==> config.mk <==
export PLATFORM = sky130hd
export DESIGN_NAME = sbus_frame_decoder_unit
export DESIGN_NICKNAME = d
export VERILOG_FILES = /design/src/rtl/sbfd_pkg.sv /design/src/rtl/sbfd_fifo.sv /design/src/rtl/sbfd_front.sv /design/src/rtl/sbfd_back.sv /design/src/rtl/sbus_frame_decoder_unit.sv
export SDC_FILE = /design/constraint.sdc
export NUM_CORES = 1
export LEC_CHECK = 0
export BUFFER_PORTS_ARGS = -buffer_cell sky130_fd_sc_hd__buf_2
export CORE_MARGIN = 1
export CORE_UTILIZATION = 25
export DETAILED_ROUTE_END_ITERATION = 8
export PLACE_DENSITY_LB_ADDON = 0.1
export SYNTH_ARGS = -nofsm -noshare
export SYNTH_HDL_FRONTEND = slang
export SYNTH_HIERARCHICAL = 1
export SYNTH_SLANG_ARGS = --single-unit
==> constraint.sdc <==
create_clock -name i_clk -period 9.1 [get_ports i_clk]
set_input_delay 1.82 -clock i_clk [delete_from_list [all_inputs] [get_ports i_clk]]
set_output_delay 1.82 -clock i_clk [all_outputs]
set_load 0.02 [all_outputs]
==> src/rtl/sbfd_pkg.sv <==
// sbfd_pkg: shared types and constants for the frame decoder
// holds frame geometry, result status codes, register indexes and the
// front-to-back command and store write structures; no dependencies
package sbfd_pkg;

    localparam int NUM_CHANNELS = 16;
    localparam int FRAME_BYTES  = 25;

    localparam int BYTE_W   = 8;
    localparam int CH_W     = 11;
    localparam int CH_IDX_W = 4;
    localparam int POS_W    = 5;
    localparam int HELD_W   = 4;
    localparam int ACC_W    = 16;
    localparam int FLAG_W   = 4;
    localparam int CFG_IDX_W = 1;

    localparam logic [POS_W-1:0] PAYLOAD_FIRST = POS_W'(1);
    localparam logic [POS_W-1:0] PAYLOAD_LAST  = POS_W'(FRAME_BYTES - 3);
    localparam logic [POS_W-1:0] FLAG_POS      = POS_W'(FRAME_BYTES - 2);
    localparam logic [POS_W-1:0] END_POS       = POS_W'(FRAME_BYTES - 1);

    localparam logic [CH_IDX_W-1:0] LAST_CH  = CH_IDX_W'(NUM_CHANNELS - 1);
    localparam logic [POS_W-1:0]    NUM_CH_W = POS_W'(NUM_CHANNELS);

    localparam logic [CFG_IDX_W-1:0] CFG_START = 1'd0;
    localparam logic [CFG_IDX_W-1:0] CFG_END   = 1'd1;

    localparam logic [BYTE_W-1:0] START_RESET = 8'h0f;
    localparam logic [BYTE_W-1:0] END_RESET   = 8'h00;

    typedef enum logic [1:0] {
        ST_OK        = 2'd0,
        ST_BAD_START = 2'd1,
        ST_BAD_END   = 2'd2,
        ST_SHORT     = 2'd3
    } t_status;

    typedef struct packed {
        t_status             status;
        logic [FLAG_W-1:0]   flags;
    } t_cmd;

    typedef struct packed {
        logic                we;
        logic [CH_IDX_W-1:0] idx;
        logic [CH_W-1:0]     data;
    } t_store_wr;

endpackage

==> src/rtl/sbfd_fifo.sv <==
// sbfd_fifo: two-entry command queue between front and back
// depends on sbfd_pkg for the command type
module sbfd_fifo (
    input  logic          i_clk,
    input  logic          i_rst_n,
    input  logic          i_push,
    input  sbfd_pkg::t_cmd i_data,
    input  logic          i_pop,
    output sbfd_pkg::t_cmd o_data,
    output logic          o_full,
    output logic          o_empty
);
    import sbfd_pkg::*;

    t_cmd       r_mem [2];
    logic       r_wptr;
    logic       r_rptr;
    logic [1:0] r_count;

    always_ff @(posedge i_clk) begin
        if (!i_rst_n) begin
            r_wptr  <= 1'b0;
            r_rptr  <= 1'b0;
            r_count <= 2'd0;
        end else begin
            if (i_push) begin
                r_wptr <= ~r_wptr;
            end
            if (i_pop) begin
                r_rptr <= ~r_rptr;
            end
            case ({i_push, i_pop})
                2'b10:   r_count <= r_count + 2'd1;
                2'b01:   r_count <= r_count - 2'd1;
                default: r_count <= r_count;
            endcase
        end
    end

    always_ff @(posedge i_clk) begin
        if (i_push) begin
            r_mem[r_wptr] <= i_data;
        end
    end

    assign o_data  = r_mem[r_rptr];
    assign o_full  = (r_count == 2'd2);
    assign o_empty = (r_count == 2'd0);

endmodule

==> src/rtl/sbfd_front.sv <==
// sbfd_front: byte intake, frame tracking, bit unpacking and classification
// depends on sbfd_pkg; writes the channel store in sbfd_back, pushes sbfd_fifo
module sbfd_front (
    input  logic                          i_clk,
    input  logic                          i_rst_n,
    input  logic                          i_in_valid,
    output logic                          o_in_ready,
    input  logic [sbfd_pkg::BYTE_W-1:0]   i_rx_byte,
    input  logic                          i_frame_first,
    input  logic                          i_cfg_valid,
    input  logic [sbfd_pkg::CFG_IDX_W-1:0] i_cfg_index,
    input  logic [sbfd_pkg::BYTE_W-1:0]   i_cfg_data,
    input  logic                          i_q_full,
    output logic                          o_q_push,
    output sbfd_pkg::t_cmd                o_q_data,
    output sbfd_pkg::t_store_wr           o_store_wr,
    input  logic                          i_emit_done
);
    import sbfd_pkg::*;

    logic [BYTE_W-1:0] r_start_val;
    logic [BYTE_W-1:0] r_end_val;
    logic              r_in_frame;
    logic              r_start_ok;
    logic [POS_W-1:0]  r_pos;
    logic [ACC_W-1:0]  r_acc;
    logic [HELD_W-1:0] r_held;
    logic [POS_W-1:0]  r_widx;
    logic [FLAG_W-1:0] r_flags;
    logic              r_emit_pend;

    logic              n_in_frame;
    logic              n_start_ok;
    logic [POS_W-1:0]  n_pos;
    logic [ACC_W-1:0]  n_acc;
    logic [HELD_W-1:0] n_held;
    logic [POS_W-1:0]  n_widx;
    logic [FLAG_W-1:0] n_flags;

    logic              take;
    logic              is_payload;
    logic [ACC_W+1:0]  acc_ext;
    logic [POS_W-1:0]  held_sum;
    t_cmd              cmd;
    t_store_wr         wr;
    logic              push;

    assign is_payload = r_in_frame && !i_frame_first
                        && (r_pos >= PAYLOAD_FIRST) && (r_pos <= PAYLOAD_LAST);
    assign o_in_ready = !i_q_full && !(r_emit_pend && is_payload);
    assign take       = i_in_valid && o_in_ready;

    assign acc_ext  = {2'b00, r_acc} | ((ACC_W+2)'(i_rx_byte) << r_held);
    assign held_sum = POS_W'(r_held) + POS_W'(BYTE_W);

    always_comb begin
        n_in_frame = r_in_frame;
        n_start_ok = r_start_ok;
        n_pos      = r_pos;
        n_acc      = r_acc;
        n_held     = r_held;
        n_widx     = r_widx;
        n_flags    = r_flags;
        push       = 1'b0;
        cmd.status = ST_SHORT;
        cmd.flags  = r_flags;
        wr.we      = 1'b0;
        wr.idx     = r_widx[CH_IDX_W-1:0];
        wr.data    = acc_ext[CH_W-1:0];
        if (take) begin
            if (i_frame_first) begin
                push       = r_in_frame;
                cmd.status = ST_SHORT;
                n_in_frame = 1'b1;
                n_start_ok = (i_rx_byte == r_start_val);
                n_pos      = PAYLOAD_FIRST;
                n_acc      = '0;
                n_held     = '0;
                n_widx     = '0;
                n_flags    = '0;
            end else if (r_in_frame) begin
                if (is_payload) begin
                    if (held_sum >= POS_W'(CH_W)) begin
                        if (r_widx < NUM_CH_W) begin
                            wr.we  = 1'b1;
                            n_widx = r_widx + POS_W'(1);
                        end
                        n_acc  = ACC_W'(acc_ext >> CH_W);
                        n_held = HELD_W'(held_sum - POS_W'(CH_W));
                    end else begin
                        n_acc  = acc_ext[ACC_W-1:0];
                        n_held = held_sum[HELD_W-1:0];
                    end
                end else if (r_pos == FLAG_POS) begin
                    n_flags = i_rx_byte[BYTE_W-1 -: FLAG_W];
                end else if (r_pos == END_POS) begin
                    push       = 1'b1;
                    n_in_frame = 1'b0;
                    if (!r_start_ok) begin
                        cmd.status = ST_BAD_START;
                    end else if (i_rx_byte != r_end_val) begin
                        cmd.status = ST_BAD_END;
                    end else begin
                        cmd.status = ST_OK;
                    end
                end
                if (r_pos < POS_W'(FRAME_BYTES)) begin
                    n_pos = r_pos + POS_W'(1);
                end
            end
        end
    end

    always_ff @(posedge i_clk) begin
        if (!i_rst_n) begin
            r_start_val <= START_RESET;
            r_end_val   <= END_RESET;
            r_in_frame  <= 1'b0;
            r_start_ok  <= 1'b0;
            r_pos       <= '0;
            r_acc       <= '0;
            r_held      <= '0;
            r_widx      <= '0;
            r_flags     <= '0;
            r_emit_pend <= 1'b0;
        end else begin
            if (i_cfg_valid) begin
                unique case (i_cfg_index)
                    CFG_START: r_start_val <= i_cfg_data;
                    CFG_END:   r_end_val   <= i_cfg_data;
                    default:   r_start_val <= r_start_val;
                endcase
            end
            r_in_frame <= n_in_frame;
            r_start_ok <= n_start_ok;
            r_pos      <= n_pos;
            r_acc      <= n_acc;
            r_held     <= n_held;
            r_widx     <= n_widx;
            r_flags    <= n_flags;
            if (push && cmd.status == ST_OK) begin
                r_emit_pend <= 1'b1;
            end else if (i_emit_done) begin
                r_emit_pend <= 1'b0;
            end
        end
    end

    assign o_q_push   = push;
    assign o_q_data   = cmd;
    assign o_store_wr = wr;

    // store must not change while the back end still reads it
    a_no_write_while_pend: assert property (@(posedge i_clk) disable iff (!i_rst_n)
        !(r_emit_pend && wr.we))
        else $error("channel store written during emit");

    a_single_emit: assert property (@(posedge i_clk) disable iff (!i_rst_n)
        (push && cmd.status == ST_OK) |-> !r_emit_pend)
        else $error("second emit queued while one pending");

    a_widx_range: assert property (@(posedge i_clk) disable iff (!i_rst_n)
        r_widx <= NUM_CH_W)
        else $error("channel write index overran");

endmodule

==> src/rtl/sbfd_back.sv <==
// sbfd_back: channel store and result sequencer with registered output
// depends on sbfd_pkg; pops commands from sbfd_fifo, store written by sbfd_front
module sbfd_back (
    input  logic                            i_clk,
    input  logic                            i_rst_n,
    input  sbfd_pkg::t_store_wr             i_store_wr,
    input  sbfd_pkg::t_cmd                  i_q_data,
    input  logic                            i_q_empty,
    output logic                            o_q_pop,
    output logic                            o_emit_done,
    output logic                            o_out_valid,
    input  logic                            i_out_ready,
    output logic [1:0]                      o_status,
    output logic [sbfd_pkg::CH_IDX_W-1:0]   o_channel_index,
    output logic [sbfd_pkg::CH_W-1:0]       o_channel_value,
    output logic                            o_digital_ch17,
    output logic                            o_digital_ch18,
    output logic                            o_lost_frame_flag,
    output logic                            o_failsafe_flag,
    output logic                            o_last_of_run
);
    import sbfd_pkg::*;

    logic [CH_W-1:0]     r_store [NUM_CHANNELS];
    logic                r_active;
    logic [CH_IDX_W-1:0] r_cnt;
    logic [FLAG_W-1:0]   r_flags;
    logic                r_ov;
    t_status             r_status;
    logic [CH_IDX_W-1:0] r_idx;
    logic [CH_W-1:0]     r_val;
    logic [FLAG_W-1:0]   r_oflags;
    logic                r_last;

    logic                load;
    logic                pop;
    logic                done;

    assign load = !r_ov || i_out_ready;
    assign pop  = load && !r_active && !i_q_empty;
    assign done = load && ((r_active && r_cnt == LAST_CH)
                  || (pop && i_q_data.status == ST_OK && LAST_CH == '0));

    always_ff @(posedge i_clk) begin
        if (i_store_wr.we) begin
            r_store[i_store_wr.idx] <= i_store_wr.data;
        end
    end

    always_ff @(posedge i_clk) begin
        if (!i_rst_n) begin
            r_active <= 1'b0;
            r_cnt    <= '0;
            r_ov     <= 1'b0;
        end else if (load) begin
            if (r_active) begin
                r_ov     <= 1'b1;
                r_status <= ST_OK;
                r_idx    <= r_cnt;
                r_val    <= r_store[r_cnt];
                r_oflags <= r_flags;
                r_last   <= (r_cnt == LAST_CH);
                r_active <= (r_cnt != LAST_CH);
                r_cnt    <= r_cnt + CH_IDX_W'(1);
            end else if (!i_q_empty) begin
                r_ov     <= 1'b1;
                r_status <= i_q_data.status;
                r_idx    <= '0;
                if (i_q_data.status == ST_OK) begin
                    r_val    <= r_store[0];
                    r_oflags <= i_q_data.flags;
                    r_flags  <= i_q_data.flags;
                    r_last   <= (LAST_CH == '0);
                    r_active <= (LAST_CH != '0);
                    r_cnt    <= CH_IDX_W'(1);
                end else begin
                    r_val    <= '0;
                    r_oflags <= '0;
                    r_last   <= 1'b1;
                end
            end else begin
                r_ov <= 1'b0;
            end
        end
    end

    assign o_q_pop           = pop;
    assign o_emit_done       = done;
    assign o_out_valid       = r_ov;
    assign o_status          = r_status;
    assign o_channel_index   = r_idx;
    assign o_channel_value   = r_val;
    assign o_digital_ch17    = r_oflags[3];
    assign o_digital_ch18    = r_oflags[2];
    assign o_lost_frame_flag = r_oflags[1];
    assign o_failsafe_flag   = r_oflags[0];
    assign o_last_of_run     = r_last;

    a_error_fields: assert property (@(posedge i_clk) disable iff (!i_rst_n)
        (r_ov && r_status != ST_OK) |-> (r_last && r_val == '0 && r_oflags == '0
                                         && r_idx == '0))
        else $error("error result carries channel data");

    a_pop_nonempty: assert property (@(posedge i_clk) disable iff (!i_rst_n)
        pop |-> !i_q_empty)
        else $error("pop from empty queue");

    a_no_pop_active: assert property (@(posedge i_clk) disable iff (!i_rst_n)
        r_active |-> !pop && r_cnt != '0)
        else $error("queue popped during channel run");

endmodule

==> src/rtl/sbus_frame_decoder_unit.sv <==
// sbus_frame_decoder_unit: top level of the 16-channel serial frame decoder
// instantiates sbfd_front, sbfd_fifo and sbfd_back; depends on sbfd_pkg
//
//  channel  signals                                   direction
//  input    i_in_valid/o_in_ready, rx_byte, frame_first   in
//  result   o_out_valid/i_out_ready, status .. last_of_run out
//  config   i_cfg_valid/o_cfg_ready, cfg_index, cfg_data   in
//
// one byte per cycle is taken unless the queue is full or a payload stall holds;
// a good frame end gives 16 results, one per accepted cycle from the store read
// port, an error gives one result; a two-entry command queue lets bytes flow
// while results drain; payload bytes of the next frame stall until the channel
// run has read the store; reset is synchronous, active low; no clearing pass
module sbus_frame_decoder_unit (
    input  logic                            i_clk,
    input  logic                            i_rst_n,
    input  logic                            i_in_valid,
    output logic                            o_in_ready,
    input  logic [sbfd_pkg::BYTE_W-1:0]     i_rx_byte,
    input  logic                            i_frame_first,
    output logic                            o_out_valid,
    input  logic                            i_out_ready,
    output logic [1:0]                      o_status,
    output logic [sbfd_pkg::CH_IDX_W-1:0]   o_channel_index,
    output logic [sbfd_pkg::CH_W-1:0]       o_channel_value,
    output logic                            o_digital_ch17,
    output logic                            o_digital_ch18,
    output logic                            o_lost_frame_flag,
    output logic                            o_failsafe_flag,
    output logic                            o_last_of_run,
    input  logic                            i_cfg_valid,
    output logic                            o_cfg_ready,
    input  logic [sbfd_pkg::CFG_IDX_W-1:0]  i_cfg_index,
    input  logic [sbfd_pkg::BYTE_W-1:0]     i_cfg_data
);
    import sbfd_pkg::*;

    logic      q_push;
    logic      q_pop;
    logic      q_full;
    logic      q_empty;
    t_cmd      q_wdata;
    t_cmd      q_rdata;
    t_store_wr store_wr;
    logic      emit_done;

    assign o_cfg_ready = 1'b1;

    sbfd_front u_front (
        .i_clk        (i_clk),
        .i_rst_n      (i_rst_n),
        .i_in_valid   (i_in_valid),
        .o_in_ready   (o_in_ready),
        .i_rx_byte    (i_rx_byte),
        .i_frame_first(i_frame_first),
        .i_cfg_valid  (i_cfg_valid),
        .i_cfg_index  (i_cfg_index),
        .i_cfg_data   (i_cfg_data),
        .i_q_full     (q_full),
        .o_q_push     (q_push),
        .o_q_data     (q_wdata),
        .o_store_wr   (store_wr),
        .i_emit_done  (emit_done)
    );

    sbfd_fifo u_fifo (
        .i_clk  (i_clk),
        .i_rst_n(i_rst_n),
        .i_push (q_push),
        .i_data (q_wdata),
        .i_pop  (q_pop),
        .o_data (q_rdata),
        .o_full (q_full),
        .o_empty(q_empty)
    );

    sbfd_back u_back (
        .i_clk            (i_clk),
        .i_rst_n          (i_rst_n),
        .i_store_wr       (store_wr),
        .i_q_data         (q_rdata),
        .i_q_empty        (q_empty),
        .o_q_pop          (q_pop),
        .o_emit_done      (emit_done),
        .o_out_valid      (o_out_valid),
        .i_out_ready      (i_out_ready),
        .o_status         (o_status),
        .o_channel_index  (o_channel_index),
        .o_channel_value  (o_channel_value),
        .o_digital_ch17   (o_digital_ch17),
        .o_digital_ch18   (o_digital_ch18),
        .o_lost_frame_flag(o_lost_frame_flag),
        .o_failsafe_flag  (o_failsafe_flag),
        .o_last_of_run    (o_last_of_run)
    );

endmodule

==> results by group, run 1 <==
Yosys
  – Top post-synthesis cells by area: sky130_fd_sc_hd__edfxtp_1, sky130_fd_sc_hd__dfxtp_1, sky130_fd_sc_hd__mux2i_1
  – Synth Register Bits: 282
  – Synthesized netlist cell count: 913
  – Synthesized netlist net count: 944
  – Cell type with the largest total area after synthesis: sky130_fd_sc_hd__edfxtp_1
  – Sequential fraction of the synthesis area: about 63%
  – Fraction of registers with async set/reset: 0%
  – Yosys top cell area share: 52.3%
  – Mapped cell area: 12300 sq um
  – Average size of a mapped cell: 13.5 sq um
  – Post-synthesis cell type count: 84
  – Main flop type after synthesis: sky130_fd_sc_hd__edfxtp_1
  – Count of yosys warnings during synthesis: 6
  – Number of enable flip-flop cells after synthesis: between 200 and 250

CTS
  – Post-CTS Hold Buffers: 0
  – Clock root buffer master: sky130_fd_sc_hd__clkbuf_16
  – Buffers inserted by post-CTS timing repair: 0
  – Number of buffers on the longest clock path: 3
  – Clock sink count: 282
  – Clock latency reported for the late side of the worst-skew pair: 0.55 ns
  – Clock buffer count from CTS: 35
  – CTS clk-pin slew, worst paths: 0.06 ns
  – Post-CTS sizing: 0
  – H-tree depth: 2
  – TritonCTS clock tree: built

Global routing
  – Aggregate global routing overflow: 0
  – Pin count of the biggest net entering global routing: 51
  – Global-route wire length before repair: around 49000 um
  – Overall track demand over capacity in global routing: 13.4%
  – Number of global-route vias before repair: 7571
  – Number of antenna violations at the first check in global routing: 0

Worst setup path
  – Crit path top cell by count: sky130_fd_sc_hd__buf_2
  – Data arrival, critical path: 3.50 ns
  – Top delay family on crit path: simple AND/OR/NAND/NOR gates
  – Master of the slowest instance on the critical path: sky130_fd_sc_hd__nor2_1
  – Data required time at the worst endpoint: roughly 7.3 ns
  – Launching element type of the critical path: input port
  – CP Class: input port to output pin
  – Buf+Inv Stages, Crit Path: 2
  – Max FO, Critical Path: 21
  – Largest stage delay on the critical path: 0.52 ns
  – Cell chain of the critical path: buf_2 -> and2b_1 -> nand3_1 -> nor2_1 -> a21oi_1 -> buf_2
  – Critical Path End Type: output pin

Finish
  – Number of nets at the end of the flow: 984
  – Leading cell types in the layout, fill and taps excluded: sky130_fd_sc_hd__edfxtp_1, sky130_fd_sc_hd__nand2_1, sky130_fd_sc_hd__dfxtp_1, sky130_fd_sc_hd__mux2i_1, sky130_fd_sc_hd__nor2_1
  – Fraction of final layout cells with drive strength greater than 1: 17.8%
  – Growth of design area from synthesis to finish: 15.6%
  – Antenna cell count: 0
  – Most frequent standard cell in the layout excluding fill and tap cells: sky130_fd_sc_hd__edfxtp_1
  – Count of fill cells added during filler insertion: 4892
  – Final design utilization: 29.5%

Floorplan
  – Height of the chip: ~220 um
  – CORE AREA: 48100 sq um
  – Initial standard-cell utilization of the core: about a quarter
  – Floorplan die area: 50100 sq um
  – Top-Level Pins: 48
  – Die width: approximately 220 um
  – # rows: 80

Power
  – Max rail drop VDD: 0.0000885 V
  – Pwr Total: 3.10 mW
  – Leak pwr: 4.53 nW
  – Pwr/cell area: ~220 nW/um^2

STA
  – Max Clock Freq: 188 MHz
  – Setup repair after global routing missed its margin: false
  – Final critical-path share of the clock period: 58.5%
  – Pins Over Slew Limit: 0
  – Final critical delay including setup and external delays: 5.32 ns
  – Worst hold slack after final layout: 0.450 ns
  – Slew at the pin closest to its max-slew limit: 1.08 ns
  – Number of setup violations in the final report: 0
  – Hold Vio Cnt, Final: 0
  – Skew final: 0.0207 ns
  – Slew HR: 27.0%
  – Post-Route Setup TNS: 0 ns

Detailed routing
  – Drt via density: 4.53
  – Avg WL per Cell: 20.1 um
  – Total DRC errors in the routed layout: 0
  – Initial drt markers: ~430
  – Final wirelength: 32900 um
  – Total via count in the routed design: 7407
  – ANT nets after route: 0
  – First-pass detailed-route iteration total: 5

Place
  – Count of buffers from port buffering: 46
  – Routability cong.: 0.754
  – DP Wirelength: 22000 um

Min path
  – Worst min-delay path category: flop to flop

Status
  – Status: completed

Job
  – Max-cap viol count: 0
## cells in the mapped netlist (3+ instances only)
cell                       count
sky130_fd_sc_hd__nor3_1       21
sky130_fd_sc_hd__a221oi_2      6
sky130_fd_sc_hd__nand3b_1      8
sky130_fd_sc_hd__mux2i_1      61
sky130_fd_sc_hd__mux2_4        8
sky130_fd_sc_hd__a21boi_1      5
sky130_fd_sc_hd__xnor2_1      18
sky130_fd_sc_hd__and2_1       14
sky130_fd_sc_hd__nand2_1      84
sky130_fd_sc_hd__o22ai_1       4
sky130_fd_sc_hd__or3_1         3
sky130_fd_sc_hd__or3b_1        4
sky130_fd_sc_hd__nor2_1       54
sky130_fd_sc_hd__inv_1        11
sky130_fd_sc_hd__o311ai_0      3
sky130_fd_sc_hd__o21ai_1       3
sky130_fd_sc_hd__ha_1          8
sky130_fd_sc_hd__a22o_1        6
sky130_fd_sc_hd__a221oi_1      7
sky130_fd_sc_hd__a32o_1        3
sky130_fd_sc_hd__a22oi_1      11
sky130_fd_sc_hd__o21a_1        3
sky130_fd_sc_hd__nand3_1      32
sky130_fd_sc_hd__nand2b_1     11
sky130_fd_sc_hd__o21ai_0      13
sky130_fd_sc_hd__mux2_2       12
sky130_fd_sc_hd__a21oi_1      25
sky130_fd_sc_hd__nor3b_1       7
sky130_fd_sc_hd__clkbuf_1     26
sky130_fd_sc_hd__a21boi_0     15
sky130_fd_sc_hd__o21bai_1      3
sky130_fd_sc_hd__edfxtp_1    214
sky130_fd_sc_hd__buf_6         6
sky130_fd_sc_hd__buf_2        10
sky130_fd_sc_hd__buf_4        10
sky130_fd_sc_hd__nand4b_1      5
sky130_fd_sc_hd__a21o_1        4
sky130_fd_sc_hd__mux4_2       16
sky130_fd_sc_hd__nor2b_1      16
sky130_fd_sc_hd__and3_1        5
sky130_fd_sc_hd__a31oi_1       7
sky130_fd_sc_hd__dfxtp_1      68
sky130_fd_sc_hd__nand4_1      18
## flip-flops by register name, summed over array words and instances, names as in the netlist, 5 cells and up, named ones only
signal and flops:
u_back/o_channel_value 11, u_back/r_store 176, u_fifo/r_mem 12, u_front/r_acc 16, u_front/r_end_val 8, u_front/r_pos 5, u_front/r_start_val 8, u_front/r_widx 5
## path summary, 6_finish.rpt
kind	startpoint	to	slack, ns	cells past startpoint
min reg2reg	u_front/r_acc[12]$_SDFFE_PN0P_	u_front/r_acc[12]$_SDFFE_PN0P_	0.45	2
max reg2reg	u_front/r_pos[1]$_SDFFE_PN0P_	u_back/r_store[1][2]$_DFFE_PP_	5.20	7
min	u_front/r_acc[12]$_SDFFE_PN0P_	u_front/r_acc[12]$_SDFFE_PN0P_	0.45	2
max	i_frame_first	o_in_ready	3.78	6
## cell families after synthesis
logic type / after synthesis / synth area share, %
XOR/XNOR: 19 / 1.35
buffers and inverters: 67 / 3.04
AO/OA/AOI/OAI: 142 / 8.91
adder cells (fa/ha/maj): 8 / 0.814
AND/OR/NAND/NOR: 297 / 12.5
multiplexers: 97 / 9.97
other: 1 / 0.0305
flip-flops: 282 / 63.3
## layout make-up
cell class	count	area (sq um)	area share, %
Timing Repair Buffer	58	320	2.25
Inverter	12	45.0	0.317
Clock buffer	47	952	6.70
Tap cell	656	821	5.77
Sequential cell	282	7790	54.8
Clock inverter	17	120	0.845
Multi-Input combinational cell	564	4170	29.3
## per-layer routing
| metal | track usage (%) | routed length, um | part of all wire (%) | up-vias |
|---|---|---|---|---|
| met4 | 4.75 | 722 | 2.2 | 0 |
| met2 | 20.6 | 14700 | 45 | 103 |
| met5 | 0 | 0 | 0 | - |
| met1 | 19.0 | 16400 | 50 | 3712 |
| met3 | 2.12 | 1050 | 3.2 | 45 |
| li1 | - | - | - | 3547 |
## power by group
part           internal, mW  total, mW  switching (mW)
Sequential             1.44       1.47          0.0322
Combinational         0.108      0.319           0.211
Clock                 0.766       1.31           0.541
## stage by stage
stage	area (sq um)	worst slack (ns)	instances
global placement	13100	3.84	1572
CTS	14200	3.77	1636
floorplan	12300	4.51	913
global route	14200	3.59	1636
detailed placement	13100	3.77	1572
finish	14200	3.78	1636
## worst min-delay path, cell delays in order, from the launching register on
cell                      delay, ns
sky130_fd_sc_hd__dfxtp_1       0.31
sky130_fd_sc_hd__inv_1         0.05
sky130_fd_sc_hd__a21oi_1       0.05
Note: power is estimated with default switching activity, not from simulation.
==> run 2, diff against run 1 <==
==> constraint.sdc (replaced) <==
create_clock -name i_clk -period 4.45 [get_ports i_clk]
set_input_delay 0.89 -clock i_clk [delete_from_list [all_inputs] [get_ports i_clk]]
set_output_delay 0.89 -clock i_clk [all_outputs]
set_load 0.02 [all_outputs]
==> run 2 against run 1 <==
Effect of this change:
- flip-flop and latch count did not move
- critical path depth rose by 1
- non-clock buffer count rose by 20
- sequential share of layout area fell by 0.66 points
- sequential power rose by 100%
- critical endpoint unchanged
==> results by group, run 2 (same netlist as run 1, synthesis figures left out) <==
CTS
  – Clock buffer count from CTS: 35 (unchanged)
  – H-tree depth: 2 (unchanged)
  – Number of buffers on the longest clock path: 3 (unchanged)
  – Clock root buffer master: sky130_fd_sc_hd__clkbuf_16 (unchanged)
  – TritonCTS clock tree: built (unchanged)
  – Buffers inserted by post-CTS timing repair: 0 (unchanged)
  – CTS clk-pin slew, worst paths: 0.06 ns (about the same)
  – Post-CTS sizing: 0 (unchanged)
  – Clock latency reported for the late side of the worst-skew pair: 0.54 ns (was 0.55 ns)
  – Clock sink count: 282 (unchanged)
  – Post-CTS Hold Buffers: 0 (unchanged)

Worst setup path
  – Launching element type of the critical path: flop (was input port)
  – Largest stage delay on the critical path: 0.52 ns (about the same)
  – Data required time at the worst endpoint: 3.56 ns (was 7.28 ns)
  – Data arrival, critical path: 2.56 ns (was 3.50 ns)
  – Critical Path End Type: output pin (unchanged)
  – Top delay family on crit path: simple AND/OR/NAND/NOR gates (unchanged)
  – Buf+Inv Stages, Crit Path: 3 (was 2)
  – Max FO, Critical Path: 8 (was 21)
  – Master of the slowest instance on the critical path: sky130_fd_sc_hd__nor4_4 (was sky130_fd_sc_hd__nor2_1)
  – CP Class: flop to output pin (was input port to output pin)
  – Cell chain of the critical path: inv_1 -> ha_1 -> nor4_4 -> nor2_1 -> buf_4 -> a21oi_1 -> buf_2 (was buf_2 -> and2b_1 -> nand3_1 -> nor2_1 -> a21oi_1 -> buf_2)

Global routing
  – Number of antenna violations at the first check in global routing: 0 (unchanged)
  – Number of global-route vias before repair: 7550 (was 7571)
  – Overall track demand over capacity in global routing: 14.0% (was 13.4%)
  – Aggregate global routing overflow: 0 (unchanged)
  – Global-route wire length before repair: 51000 um (was 49500 um)
  – Pin count of the biggest net entering global routing: 36 (was 51)

Power
  – Switching share of power: 24.9% (was 25.3%)
  – Leak pwr: 4.65 nW (was 4.53 nW)
  – Net switching power: 1.59 mW (was 784 uW)
  – Clock group share of total power: 42.8% (was 42.2%)
  – Comb pwr share: 10.2% (was 10.3%)
  – Seq pwr share: 47.0% (was 47.5%)
  – Pwr/cell area: 444 nW/um^2 (was 218 nW/um^2)
  – Max rail drop VDD: 0.000198 V (was 0.0000885 V)
  – Internal Pwr Total: 4.80 mW (was 2.31 mW)

Floorplan
  – Floorplan die area: 50100 sq um (unchanged)
  – Height of the chip: 224 um (unchanged)
  – Top-Level Pins: 48 (unchanged)
  – Initial standard-cell utilization of the core: 25.5% (unchanged)
  – CORE AREA: 48100 sq um (unchanged)
  – Die width: 224 um (unchanged)
  – # rows: 80 (unchanged)

STA
  – Hold Vio Cnt, Final: 0 (unchanged)
  – Worst hold slack after final layout: 0.443 ns (was 0.450 ns)
  – Slew HR: 35.6% (was 27.0%)
  – Number of setup violations in the final report: 0 (unchanged)
  – Slew at the pin closest to its max-slew limit: 0.965 ns (was 1.08 ns)
  – Final critical delay including setup and external delays: 3.45 ns
  – Max Clock Freq: 290 MHz
  – Pins Over Slew Limit: 0 (unchanged)
  – Setup repair after global routing missed its margin: false (unchanged)
  – Post-Route Setup TNS: 0 ns (unchanged)
  – Skew final: 0.0197 ns (was 0.0207 ns)
  – Final critical-path share of the clock period: 77.5%

Min path
  – Worst min-delay path category: flop to flop (unchanged)

Finish
  – Top Registers: u_back/r_store: 176 flops, u_front/r_acc: 16 flops, u_fifo/r_mem: 12 flops (unchanged)
  – Count of fill cells added during filler insertion: 4891 (was 4892)
  – Most frequent standard cell in the layout excluding fill and tap cells: sky130_fd_sc_hd__edfxtp_1 (unchanged)
  – Number of nets at the end of the flow: 1004 (was 984)
  – Fraction of final layout cells with drive strength greater than 1: 19.2% (was 17.8%)
  – Antenna cell count: 0 (unchanged)
  – Final design utilization: 29.9% (was 29.5%)
  – Leading cell types in the layout, fill and taps excluded: sky130_fd_sc_hd__edfxtp_1, sky130_fd_sc_hd__nand2_1, sky130_fd_sc_hd__dfxtp_1, sky130_fd_sc_hd__mux2i_1, sky130_fd_sc_hd__nor2_1 (unchanged)
  – Register with the highest flop count: u_back/r_store (unchanged)
  – Number of flip-flops under the largest register name: 176 (unchanged)
  – Growth of design area from synthesis to finish: 17.0% (was 15.6%)

Job
  – Max-cap viol count: 0 (unchanged)

Place
  – DP Wirelength: 22700 um (was 22000 um)
  – Routability cong.: 0.737 (was 0.754)
  – Count of buffers from port buffering: 46 (unchanged)

Detailed routing
  – Drt via density: 4.55 (was 4.53)
  – Total DRC errors in the routed layout: 0 (unchanged)
  – Initial drt markers: 408 (was 428)
  – First-pass detailed-route iteration total: 4 (was 5)
  – Final wirelength: 34300 um (was 32900 um)
  – Total via count in the routed design: 7518 (was 7407)
  – ANT nets after route: 0 (unchanged)
  – Avg WL per Cell: 20.7 um (was 20.1 um)

Status
  – Status: completed (unchanged)
-- run 2: cell types whose count changed in the layout (fill, tap and decap cells not counted) --
cell | previous run | this run
sky130_fd_sc_hd__clkinv_1 | 6 | 9
sky130_fd_sc_hd__clkbuf_8 | 1 | 2
sky130_fd_sc_hd__clkbuf_1 | 10 | 7
sky130_fd_sc_hd__bufinv_16 | 1 | 2
sky130_fd_sc_hd__buf_4 | 12 | 32
sky130_fd_sc_hd__clkinv_2 | 7 | 3
-- run 2: path summary, 6_finish.rpt --
check / startpoint / end / slack (ns) / cells past startpoint
hold reg to reg: u_front/r_acc[12]$_SDFFE_PN0P_ / u_front/r_acc[12]$_SDFFE_PN0P_ / 0.44 / 2
setup / recovery: u_front/r_pos[1]$_SDFFE_PN0P_ / o_in_ready / 1.00 / 7
setup reg to reg: u_front/r_pos[1]$_SDFFE_PN0P_ / u_back/r_store[1][9]$_DFFE_PP_ / 1.14 / 8
hold / removal: u_front/r_acc[12]$_SDFFE_PN0P_ / u_front/r_acc[12]$_SDFFE_PN0P_ / 0.44 / 2
-- run 2: tightest hold or removal path, stage by stage (launching register included) --
cell                      delay (ns)
sky130_fd_sc_hd__dfxtp_1        0.30
sky130_fd_sc_hd__inv_1          0.04
sky130_fd_sc_hd__a21oi_1        0.05
-- run 2: final cells by class --
class	count	area [sq um]	area share (%)
repair buffers	78	470	3.27
inverters	12	45.0	0.313
clock buffers	45	955	6.63
clock inverters	17	141	0.982
flip-flops and latches	282	7790	54.1
well taps	656	821	5.70
multi-input cells	564	4170	29.0
-- run 2: layer usage --
layer,wire [um],up-vias,track usage (%)
met1,16700,3767,19.4
met5,0,-,0
met4,677,0,4.15
li1,-,3590,-
met2,15800,114,22.0
met3,1140,47,2.72
-- run 2: power by group through the flow --
stage / logic [mW] / clock network [mW] / registers [mW]
floorplan: 0.392 / 0 / 3.09
global placement: 0.670 / 0 / 3.06
detailed placement: 0.669 / 0 / 3.06
CTS: 0.671 / 2.85 / 3.01
global route: 0.721 / 2.95 / 3.01
finish: 0.652 / 2.73 / 3.00
-- run 2: through the flow --
step                      instance area [sq um]  std cells  worst slack [ns]  power (mW)
after global placement                    13300       1592             0.791        3.73
after floorplan                           12300        913             0.855        3.48
final                                     14400       1654              1.00        6.39
after detailed placement                  13300       1592             0.709        3.73
after global routing                      14400       1654             0.785        6.68
after CTS                                 14400       1654             0.904        6.53
==> run 3, diff against run 2 <==
==> constraint.sdc (replaced) <==
create_clock -name i_clk -period 2.9 [get_ports i_clk]
set_input_delay 0.58 -clock i_clk [delete_from_list [all_inputs] [get_ports i_clk]]
set_output_delay 0.58 -clock i_clk [all_outputs]
set_load 0.02 [all_outputs]
==> run 3 against run 2 <==
Effect of this change:
- cell count rose by 1.6%
- global-route usage fell by 0.20 points
- combinational power rose by 63%
- register-to-register slack got worse by 1.0 ns
- routed wire length fell by 1.5%
- largest power group unchanged
==> results by group, run 3 (same netlist as run 1, synthesis figures left out) <==
Global routing
  – Overall track demand over capacity in global routing: 13.8% (was 14.0%)
  – Global-route wire length before repair: 50800 um (was 51000 um)
  – Number of antenna violations at the first check in global routing: 0 (unchanged)
  – Aggregate global routing overflow: 0 (unchanged)
  – Number of global-route vias before repair: 7737 (was 7550)
  – Pin count of the biggest net entering global routing: 28 (was 36)

STA
  – Final critical-path setup slack: 0.142 ns (was 1.00 ns)
  – Max Clock Freq: roughly 360 MHz
  – Final critical-path share of the clock period: 95.1%
  – Setup repair after global routing missed its margin: false (unchanged)
  – Pins Over Slew Limit: 0 (unchanged)
  – Skew final: 0.0174 ns (was 0.0197 ns)
  – Number of setup violations in the final report: 0 (unchanged)
  – Final critical delay including setup and external delays: ~2.8 ns
  – Slew HR: 47.7% (was 35.6%)
  – Slew at the pin closest to its max-slew limit: 0.781 ns (was 0.965 ns)
  – Hold Vio Cnt, Final: 0 (unchanged)
  – Post-Route Setup TNS: 0 ns (unchanged)

CTS
  – Number of buffers on the longest clock path: 3 (unchanged)
  – TritonCTS clock tree: built (unchanged)
  – H-tree depth: 2 (unchanged)
  – Buffers inserted by post-CTS timing repair: 0 (unchanged)
  – Clock sink count: 282 (unchanged)
  – Post-CTS Hold Buffers: 0 (unchanged)
  – Clock root buffer master: sky130_fd_sc_hd__clkbuf_16 (unchanged)
  – Clock latency reported for the late side of the worst-skew pair: 0.53 ns (was 0.54 ns)
  – CTS clk-pin slew, worst paths: 0.06 ns (about the same)
  – Clock buffer count from CTS: 34 (was 35)

Floorplan
  – Top-Level Pins: 48 (unchanged)
  – Die width: 224 um (unchanged)
  – CORE AREA: 48100 sq um (unchanged)
  – Initial standard-cell utilization of the core: 25.5% (unchanged)
  – Floorplan die area: 50100 sq um (unchanged)
  – Height of the chip: 224 um (unchanged)
  – # rows: 80 (unchanged)

Job
  – Max-cap viol count: 0 (unchanged)

Finish
  – Growth of design area from synthesis to finish: 19.0% (was 17.0%)
  – Leading cell types in the layout, fill and taps excluded: sky130_fd_sc_hd__edfxtp_1, sky130_fd_sc_hd__nand2_1, sky130_fd_sc_hd__dfxtp_1, sky130_fd_sc_hd__mux2i_1, sky130_fd_sc_hd__buf_4 (was sky130_fd_sc_hd__edfxtp_1, sky130_fd_sc_hd__nand2_1, sky130_fd_sc_hd__dfxtp_1, sky130_fd_sc_hd__mux2i_1, sky130_fd_sc_hd__nor2_1)
  – Area of the multi-input gates: 4200 sq um (was 4170 sq um)
  – Most frequent standard cell in the layout excluding fill and tap cells: sky130_fd_sc_hd__edfxtp_1 (unchanged)
  – Number of nets at the end of the flow: 1031 (was 1004)
  – Area taken by flip-flops and latches: 7790 sq um (about the same)
  – Register with the highest flop count: u_back/r_store (unchanged)
  – Top Registers: u_back/r_store: 176 flops, u_front/r_acc: 16 flops, u_fifo/r_mem: 12 flops (unchanged)
  – Fraction of final layout cells with drive strength greater than 1: 22.0% (was 19.2%)
  – Number of flip-flops under the largest register name: 176 (unchanged)
  – Count of fill cells added during filler insertion: 4875 (was 4891)

Place
  – DP Wirelength: 23300 um (was 22700 um)
  – Count of buffers from port buffering: 46 (unchanged)
  – Pre-CTS WS: 0.117 ns (was 0.709 ns)
  – Routability cong.: 0.761 (was 0.737)

Detailed routing
  – Max Used Layer: met4 (unchanged)
  – Detailed-routed wire length on met3: 899 um (was 1140 um)
  – ANT nets after route: 0 (unchanged)
  – Avg WL per Cell: 20.1 um (was 20.7 um)
  – Initial drt markers: 433 (was 408)
  – Met2 wirelength from detailed routing: 15500 um (was 15800 um)
  – Wl on met1: 16400 um (was 16700 um)
  – Drt via density: 4.51 (was 4.55)
  – First-pass detailed-route iteration total: 5 (was 4)
  – Total DRC errors in the routed layout: 0 (unchanged)
  – Total via count in the routed design: 7583 (was 7518)
  – Final wirelength: 33800 um (was 34300 um)

Power
  – Leak pwr: 4.77 nW (was 4.65 nW)
  – Pwr/cell area: 662 nW/um^2 (was 444 nW/um^2)
  – Max rail drop VDD: 0.000325 V (was 0.000198 V)

Worst setup path
  – Data required time at the worst endpoint: 2.32 ns (was 3.56 ns)
  – Cells on worst reg2reg path: 8 (unchanged)
  – Data arrival, critical path: 2.18 ns (was 2.56 ns)
  – Largest stage delay on the critical path: 0.39 ns (was 0.52 ns)
  – Critical Path End Type: output pin (unchanged)
  – CP Class: flop to output pin (unchanged)
  – Cell chain of the critical path: inv_1 -> ha_1 -> nor4_4 -> nor2_1 -> buf_4 -> a21oi_1 -> buf_2 (unchanged)
  – Max FO, Critical Path: 8 (unchanged)
  – Master of the slowest instance on the critical path: sky130_fd_sc_hd__dfxtp_2 (was sky130_fd_sc_hd__nor4_4)
  – Launching element type of the critical path: flop (unchanged)

Min path
  – Worst min-delay path category: input port to flop (was flop to flop)
  – Instance count along the most critical hold path: 3 (was 2)

Status
  – Status: completed (unchanged)
## run 3: layout make-up
class	instances	share of cell area [%]
antenna	1	0.0171
clock buffer	44	6.22
clock inverter	15	0.847
inverter	12	0.308
multi-input combinational	564	28.7
sequential	282	53.3
tap	656	5.61
timing repair buffer	106	4.99
## run 3: power by group
group	switching (mW)	leakage, nW	total [mW]	internal [mW]
Sequential	0.0874	2.50	4.60	4.51
Combinational	0.675	1.77	1.06	0.389
Clock	1.64	0.504	4.03	2.39
## run 3: critical path, delay by kind of cell, from the launching register on
kind            cells  cell delay [ns]
buf+inv             3             0.47
fa+ha+maj           1             0.22
flops               1             0.39
compound gates      1             0.21
simple gates        2             0.36
## run 3: worst paths after layout
kind | from | endpoint | slack, ns
max | u_front/r_pos[1]$_SDFFE_PN0P_ | o_in_ready | 0.14
min | i_cfg_data[3] | u_front/r_start_val[3]$_SDFFE_PN1P_ | 0.28
max reg2reg | u_front/r_pos[1]$_SDFFE_PN0P_ | u_back/r_store[0][7]$_DFFE_PP_ | 0.14
min reg2reg | u_front/r_acc[12]$_SDFFE_PN0P_ | u_front/r_acc[12]$_SDFFE_PN0P_ | 0.45
## run 3: repair_timing
item,CTS,global route
hold endpoints to repair,0,0
gates resized for setup,0,1
setup endpoints to repair,0,1
## run 3: per-stage QoR
stage          instance area, sq um  power [mW]  hold slack (ns)  cells  util [%]
6_report                      14600        9.69            0.283   1680      30.4
5_1_grt                       14600        10.1            0.293   1679      30.4
4_1_cts                       14600        9.89            0.246   1679      30.4
3_5_place_dp                  13600        5.78            0.443   1620      28.2
3_3_place_gp                  13600        5.78            0.437   1620      28.2
2_1_floorplan                 12400        5.34            0.418    913         -
## run 3: layer usage
| layer | vias to the layer above | GRT usage [%] |
|---|---|---|
| met4 | 0 | 5.52 |
| met1 | 3759 | 19.1 |
| met3 | 57 | 1.99 |
| met5 | - | 0 |
| li1 | 3643 | - |
| met2 | 124 | 21.6 |
